### src/hw/rtl/trs_pkg.sv
// ----------------------------------------------------------------------------
// Text run splitter package
// Shared widths, character codes, result kinds and the result record type.
// ----------------------------------------------------------------------------
package trs_pkg;

    localparam int CHAR_W       = 16;
    localparam int REP_W        = 16;
    localparam int LEN_BITS_DEF = 16;
    localparam int RES_SLOTS    = 3;

    localparam logic [CHAR_W-1:0] CH_NBSP    = 16'd160;
    localparam logic [CHAR_W-1:0] MAX_NARROW = 16'd127;
    localparam logic [CHAR_W-1:0] CH_SPACE   = 16'd32;
    localparam logic [CHAR_W-1:0] CH_TAB     = 16'd9;
    localparam logic [CHAR_W-1:0] CH_LF      = 16'd10;
    localparam logic [REP_W-1:0]  REP_MAX    = 16'hFFFF;

    localparam logic KIND_CHAR   = 1'b0;
    localparam logic KIND_REPORT = 1'b1;

    typedef struct packed {
        logic              kind;
        logic [CHAR_W-1:0] ch;
        logic [REP_W-1:0]  text_len;
        logic [REP_W-1:0]  content_len;
        logic              is_space;
        logic              wide;
        logic              last;
    } t_res;

endpackage

### src/hw/rtl/text_run_splitter_top.sv
// ----------------------------------------------------------------------------
// Text run splitter
// Splits a stream of 16-bit code units into word or preformatted runs and
// emits transformed characters and run end reports.
// ----------------------------------------------------------------------------
// Channel  Direction  Handshake            Payload
// input    in         i_valid / o_stall    i_char_code, i_flush
// output   out        o_valid / i_stall    o_out_kind .. o_last (one result)
// config   in         i_cfg_we             i_cfg_data (keep_whitespace)
//
// An item is evaluated in the cycle it is accepted; its results (up to three)
// sit in a three-entry result register and leave one per cycle unless stalled.
// An item with one result is taken every cycle unless the output stalls; an item
// with more results holds the input until only one of them is left waiting.
// Reset is synchronous and clears run state, mode and the result count.
// Output stall holds the head result; input stalls while it is held or two or more wait.
// ----------------------------------------------------------------------------
module text_run_splitter_top #(
    parameter int LEN_BITS = trs_pkg::LEN_BITS_DEF
) (
    input  logic                       i_clk,
    input  logic                       i_rst_n,
    input  logic                       i_cfg_we,
    input  logic                       i_cfg_data,
    input  logic                       i_valid,
    output logic                       o_stall,
    input  logic [trs_pkg::CHAR_W-1:0] i_char_code,
    input  logic                       i_flush,
    output logic                       o_valid,
    input  logic                       i_stall,
    output logic                       o_out_kind,
    output logic [trs_pkg::CHAR_W-1:0] o_out_char,
    output logic [trs_pkg::REP_W-1:0]  o_run_text_len,
    output logic [trs_pkg::REP_W-1:0]  o_run_content_len,
    output logic                       o_run_is_space,
    output logic                       o_wide_seen,
    output logic                       o_last
);
    import trs_pkg::*;

    localparam int EXT_W = (LEN_BITS > REP_W) ? LEN_BITS : REP_W;
    localparam logic [LEN_BITS-1:0] CNT_MAX = {LEN_BITS{1'b1}};
    localparam logic [LEN_BITS-1:0] CNT_ONE = LEN_BITS'(1);

    logic                r_keep_ws;
    logic                r_open,  n_open;
    logic                r_space, n_space;
    logic [LEN_BITS-1:0] r_text,  n_text;
    logic [LEN_BITS-1:0] r_cont,  n_cont;
    logic                r_wide,  n_wide;
    logic [1:0]          r_cnt,   n_cnt;
    t_res                r_res [RES_SLOTS];
    t_res                n_res [RES_SLOTS];

    logic                accept, take, load;
    logic                has_a, has_b, has_c;
    t_res                res_a, res_b, res_c;
    logic [CHAR_W-1:0]   emit_ch;
    logic [1:0]          new_cnt;
    t_res                list [RES_SLOTS];
    logic                ws, nbsp, is_tab, is_lf, a_space;
    logic [LEN_BITS-1:0] text_inc, cont_inc;
    logic [EXT_W-1:0]    text_ext, cont_ext;
    logic [REP_W-1:0]    text_rep, cont_rep;
    logic [LEN_BITS-1:0] c_zero;

    assign o_valid = (r_cnt != 2'd0);
    assign take    = o_valid && !i_stall;
    assign o_stall = (r_cnt > 2'd1) || ((r_cnt == 2'd1) && i_stall);
    assign accept  = i_valid && !o_stall;

    assign is_tab   = (i_char_code == CH_TAB);
    assign is_lf    = (i_char_code == CH_LF);
    assign ws       = (i_char_code == CH_SPACE) || is_tab || is_lf;
    assign nbsp     = (i_char_code == CH_NBSP);
    assign text_inc = (r_text == CNT_MAX) ? CNT_MAX : r_text + CNT_ONE;
    assign cont_inc = (r_cont == CNT_MAX) ? CNT_MAX : r_cont + CNT_ONE;
    assign text_ext = EXT_W'(r_text);
    assign cont_ext = EXT_W'(r_cont);
    assign text_rep = (text_ext > EXT_W'(REP_MAX)) ? REP_MAX : text_ext[REP_W-1:0];
    assign cont_rep = (cont_ext > EXT_W'(REP_MAX)) ? REP_MAX : cont_ext[REP_W-1:0];
    assign c_zero   = '0;

    // run update and result slots: close report, character, tail report
    always_comb begin
        n_open  = r_open;
        n_space = r_space;
        n_text  = r_text;
        n_cont  = r_cont;
        has_a   = 1'b0;
        has_b   = 1'b0;
        has_c   = 1'b0;
        a_space = 1'b0;
        emit_ch = i_char_code;
        res_c   = '0;
        res_c.kind        = KIND_REPORT;
        res_c.content_len = REP_W'(1);
        if (i_flush) begin
            has_a   = r_open;
            a_space = r_keep_ws ? 1'b0 : r_space;
            n_open  = 1'b0;
            n_space = 1'b0;
            n_text  = c_zero;
            n_cont  = c_zero;
        end else if (!r_keep_ws) begin
            if (r_open && (r_space == ws)) begin
                n_cont = cont_inc;
                if (!ws) begin
                    n_text  = text_inc;
                    has_b   = 1'b1;
                    emit_ch = nbsp ? CH_SPACE : i_char_code;
                end
            end else begin
                has_a   = r_open;
                a_space = r_space;
                n_open  = 1'b1;
                n_space = ws;
                n_text  = CNT_ONE;
                n_cont  = CNT_ONE;
                has_b   = 1'b1;
                emit_ch = (ws || nbsp) ? CH_SPACE : i_char_code;
            end
        end else begin
            n_space = 1'b0;
            if (is_tab || is_lf) begin
                has_a   = r_open;
                n_open  = 1'b0;
                n_text  = c_zero;
                n_cont  = c_zero;
                has_b   = is_tab;
                emit_ch = CH_TAB;
                has_c   = 1'b1;
                res_c.text_len = is_tab ? REP_W'(1) : REP_W'(0);
            end else begin
                n_open  = 1'b1;
                n_text  = text_inc;
                n_cont  = cont_inc;
                has_b   = 1'b1;
                emit_ch = nbsp ? CH_SPACE : i_char_code;
            end
        end
        n_wide = r_wide || (has_b && (emit_ch > MAX_NARROW));

        res_a             = '0;
        res_a.kind        = KIND_REPORT;
        res_a.text_len    = text_rep;
        res_a.content_len = cont_rep;
        res_a.is_space    = a_space;
        res_b             = '0;
        res_b.kind        = KIND_CHAR;
        res_b.ch          = emit_ch;
        res_a.wide        = n_wide;
        res_b.wide        = n_wide;
        res_c.wide        = n_wide;
    end

    // pack the present slots in order and mark the last one
    always_comb begin
        new_cnt = 2'(has_a) + 2'(has_b) + 2'(has_c);
        list[0] = has_a ? res_a : (has_b ? res_b : res_c);
        list[1] = has_a ? (has_b ? res_b : res_c) : res_c;
        list[2] = res_c;
        list[0].last = (new_cnt == 2'd1);
        list[1].last = (new_cnt == 2'd2);
        list[2].last = (new_cnt == 2'd3);
    end

    assign load = accept && (new_cnt != 2'd0);

    // load new results, else advance the queue on take
    always_comb begin
        n_res[0] = r_res[0];
        n_res[1] = r_res[1];
        n_res[2] = r_res[2];
        n_cnt    = r_cnt;
        if (load) begin
            n_res[0] = list[0];
            n_res[1] = list[1];
            n_res[2] = list[2];
            n_cnt    = new_cnt;
        end else if (take) begin
            n_res[0] = r_res[1];
            n_res[1] = r_res[2];
            n_cnt    = r_cnt - 2'd1;
        end
    end

    always_ff @(posedge i_clk) begin
        if (!i_rst_n) begin
            r_keep_ws <= 1'b0;
            r_open    <= 1'b0;
            r_space   <= 1'b0;
            r_text    <= '0;
            r_cont    <= '0;
            r_wide    <= 1'b0;
            r_cnt     <= 2'd0;
        end else begin
            if (i_cfg_we) begin
                r_keep_ws <= i_cfg_data;
            end
            if (accept) begin
                r_open  <= n_open;
                r_space <= n_space;
                r_text  <= n_text;
                r_cont  <= n_cont;
                r_wide  <= n_wide;
            end
            r_cnt <= n_cnt;
        end
    end

    always_ff @(posedge i_clk) begin
        r_res[0] <= n_res[0];
        r_res[1] <= n_res[1];
        r_res[2] <= n_res[2];
    end

    assign o_out_kind        = r_res[0].kind;
    assign o_out_char        = r_res[0].ch;
    assign o_run_text_len    = r_res[0].text_len;
    assign o_run_content_len = r_res[0].content_len;
    assign o_run_is_space    = r_res[0].is_space;
    assign o_wide_seen       = r_res[0].wide;
    assign o_last            = r_res[0].last;

endmodule
### config.mk
export PLATFORM = sky130hd
export DESIGN_NAME = text_run_splitter_top
export DESIGN_NICKNAME = d
export VERILOG_FILES = /design/src/hw/rtl/trs_pkg.sv /design/src/hw/rtl/text_run_splitter_top.sv
export SDC_FILE = /design/constraint.sdc
export NUM_CORES = 1
export LEC_CHECK = 0
export BUFFER_PORTS_ARGS = -buffer_cell sky130_fd_sc_hd__buf_4
export CAP_MARGIN = 30
export CORE_ASPECT_RATIO = 0.8
export CORE_MARGIN = 2
export CORE_UTILIZATION = 55
export DETAILED_ROUTE_END_ITERATION = 12
export GPL_ROUTABILITY_DRIVEN = 0
export PLACE_DENSITY_LB_ADDON = 0.05
export REMOVE_ABC_BUFFERS = 1
export SETUP_SLACK_MARGIN = 0.4
export SLEW_MARGIN = 30
export SYNTH_ARGS = -nofsm -noshare
export SYNTH_HDL_FRONTEND = slang
export SYNTH_SLANG_ARGS = --single-unit
### constraint.sdc
create_clock -name i_clk -period 11.04 [get_ports i_clk]
set_input_delay 0.552 -clock i_clk [delete_from_list [all_inputs] [get_ports i_clk]]
set_output_delay 0.552 -clock i_clk [all_outputs]
set_load 0.01 [all_outputs]
==> run metrics <==
critical path fanouts, max=37; Worst slew margin=0.406; synthesized instance count=565; setup repair after global routing missed its margin=false; Layout area overhead=15.2%; fraction of synthesis flops using an asynchronous set or reset pin=0; leakage dissipation=2.42 nW; Crit Path Class=in2reg; amount of wire on met2 after detailed routing=~5300 µm; Final period util=0.377; Detail Route met3 WL=631 µm; clock slew at the register clock pins of the worst setup and hold paths=0.05 ns; number of ports placed on the die boundary=77; Worst EP arrival=between 4 and 5 ns; via count of the first global-routing pass=4002; number of standard-cell rows in the floorplan=33; total wirelength of the detailed-routed design=around 12000 µm; number of optimization iterations in the first detailed-route pass=5; HP Class=in2reg; Die Area=11400 µm²; maximum number of pins on one net before global-route repair=40; number of inserted diodes=0; post-synth design cell area=5820 µm²; HPWL after detailed placement=7800 µm; number of hold buffers added after cts=0; detailed-routing wirelength on met1=5770 µm; sequential cell area fraction in the yosys report=0.518; Die Y=96.0 µm; buffer cell driving the clock tree root=clkbuf_16; clock insertion delay at the later pin of the skew report=0.41 ns; syn_area_per_cell=10.3 µm²; layout cells sized above 1=0.223; VDD IR-drop max=0.135 mV; number of port buffers=76; Worst Path Required=~11 ns; worst slack on hold paths=0.401 ns; first-iteration detailed-routing DRC count=between 400 and 500; Final Setup Violations=0; final hold vios=0; CTS buffer count=17; Worst Clk Skew=around 0.0092 ns; upper clock frequency limit=~240 MHz; PostCTS Resize Cnt=0; PwrDens=between 200 and 250 nW/µm²; CTS max path bufs=2; number of vias per cell=approximately 5.7; Worst Tran Pin Value=about 0.89 ns; DRT antenna net count=0; TritonCTS clock tree=yes; most used cells in the layout excluding fill and tap cells=buf_4, edfxtp_1, a21oi_1, and2_1, nand2_1; final total negative setup slack=0 ns; floorplan die width=119 µm; CTS H-tree depth=4; Yosys cell types=64; startpoint type of the worst setup path=primary input; number of antenna violations at the first check in global routing=0; max cap viols=0; overall power after layout=between 1 and 1.5 mW; wire length per cell after detailed routing=15.9 µm; element type at the critical path end=flip-flop; global-route usage over all layers=0.221; initial standard-cell utilization of the core=0.566; outcome=complete, no violations; Ys Warns=0; number of synthesized register bits=113; final-report max-slew violation count=0; crit path time final=~4.2 ns; via count=4218; Primary FF master, synth=edfxtp_1; total global routing overflow=0; most common cell after layout, fill and taps aside=buf_4; number of sinks on the clock net=113; highest layer used for signal routing=met4; drt drc=0; number of flops mapped to enable cells by yosys=75; layout net count=~620; area of the placeable core=~10000 µm²; global-route wire length before repair=19600 µm; number of buffers inserted to repair setup after CTS=0
-- critical path: stages --
cell and delay (ns):
buf_4 0.13, nor4_4 0.39, and3_1 0.35, nand3_1 0.12
a21oi_1 0.54, nor2_1 0.15, fa_1 0.60, o21ai_4 0.63
o21ai_4 0.37, buf_4 0.40
-- worst paths after layout --
path / depth (start not counted) / slack [ns] / startpoint / to
max: 10 / 6.87 / i_char_code[12] / r_res[0][40]
min: 3 / 0.40 / i_cfg_data / r_keep_ws
max reg2reg: 8 / 6.99 / r_space / r_res[0][40]
min reg2reg: 1 / 0.48 / r_wide / r_wide
-- through the flow --
stage	setup slack [ns]	utilization	std cells	instance area, µm²
2_1_floorplan	3.45	-	488	5300
3_3_place_gp	6.08	0.593	709	6100
3_5_place_dp	6.45	0.597	710	6140
4_1_cts	6.88	0.652	742	6700
5_1_grt	6.56	0.652	742	6700
6_report	6.87	0.652	742	6700
-- metal layers --
layer,vias to the layer above,track usage
met2,133,0.335
met5,-,0
met1,2023,0.308
met4,0,0.0804
li1,2049,-
met3,13,0.0581
-- registers in the layout, summed over array words and instances, names as in the netlist --
name and cells:
r_open 1, r_text 16, r_cnt 2, r_wide 1
r_res 75, cont_ext 16, r_keep_ws 1, r_space 1
-- final cells by class --
cell class,count,area [µm²]
Fill cell,816,3580
Sequential cell,113,3010
Multi-Input combinational cell,363,2270
Timing Repair Buffer,82,636
Clock buffer,21,450
Tap cell,140,175
Clock inverter,11,115
Inverter,12,45.0
-- cell usage after synthesis (10+ instances only) --
| library cell | count | area share |
|---|---|---|
| edfxtp_1 | 75 | 0.39 |
| buf_4 | 49 | 0.063 |
| a21oi_1 | 45 | 0.039 |
| and2_1 | 43 | 0.046 |
| nand2_1 | 42 | 0.027 |
| dfxtp_1 | 38 | 0.13 |
| nor2_1 | 35 | 0.023 |
| o21ai_0 | 32 | 0.028 |
| nand3_1 | 27 | 0.023 |
| clkbuf_1 | 19 | 0.012 |
| inv_1 | 12 | 0.0077 |
| a22o_1 | 11 | 0.017 |
| nor3_1 | 10 | 0.0086 |
-- power by group --
| group | switching, mW | internal, mW | total [mW] |
|---|---|---|---|
| sequential | 0.0252 | 0.547 | 0.572 |
| combinational | 0.158 | 0.116 | 0.274 |
| clock | 0.183 | 0.335 | 0.518 |
| total | 0.367 | 0.997 | 1.36 |
-- cells by family (layout without fill, tap and decap cells) --
logic type	count (synthesis)	in the layout	synth area share
buffers and inverters	89	126	0.0974
XOR/XNOR	2	2	0.00301
multiplexers	5	5	0.00903
AO/OA/AOI/OAI	139	139	0.155
AND/OR/NAND/NOR	212	212	0.206
flip-flops	113	113	0.518
adder cells (fa/ha/maj)	5	5	0.0120
Note: power is estimated with default switching activity, not from simulation.
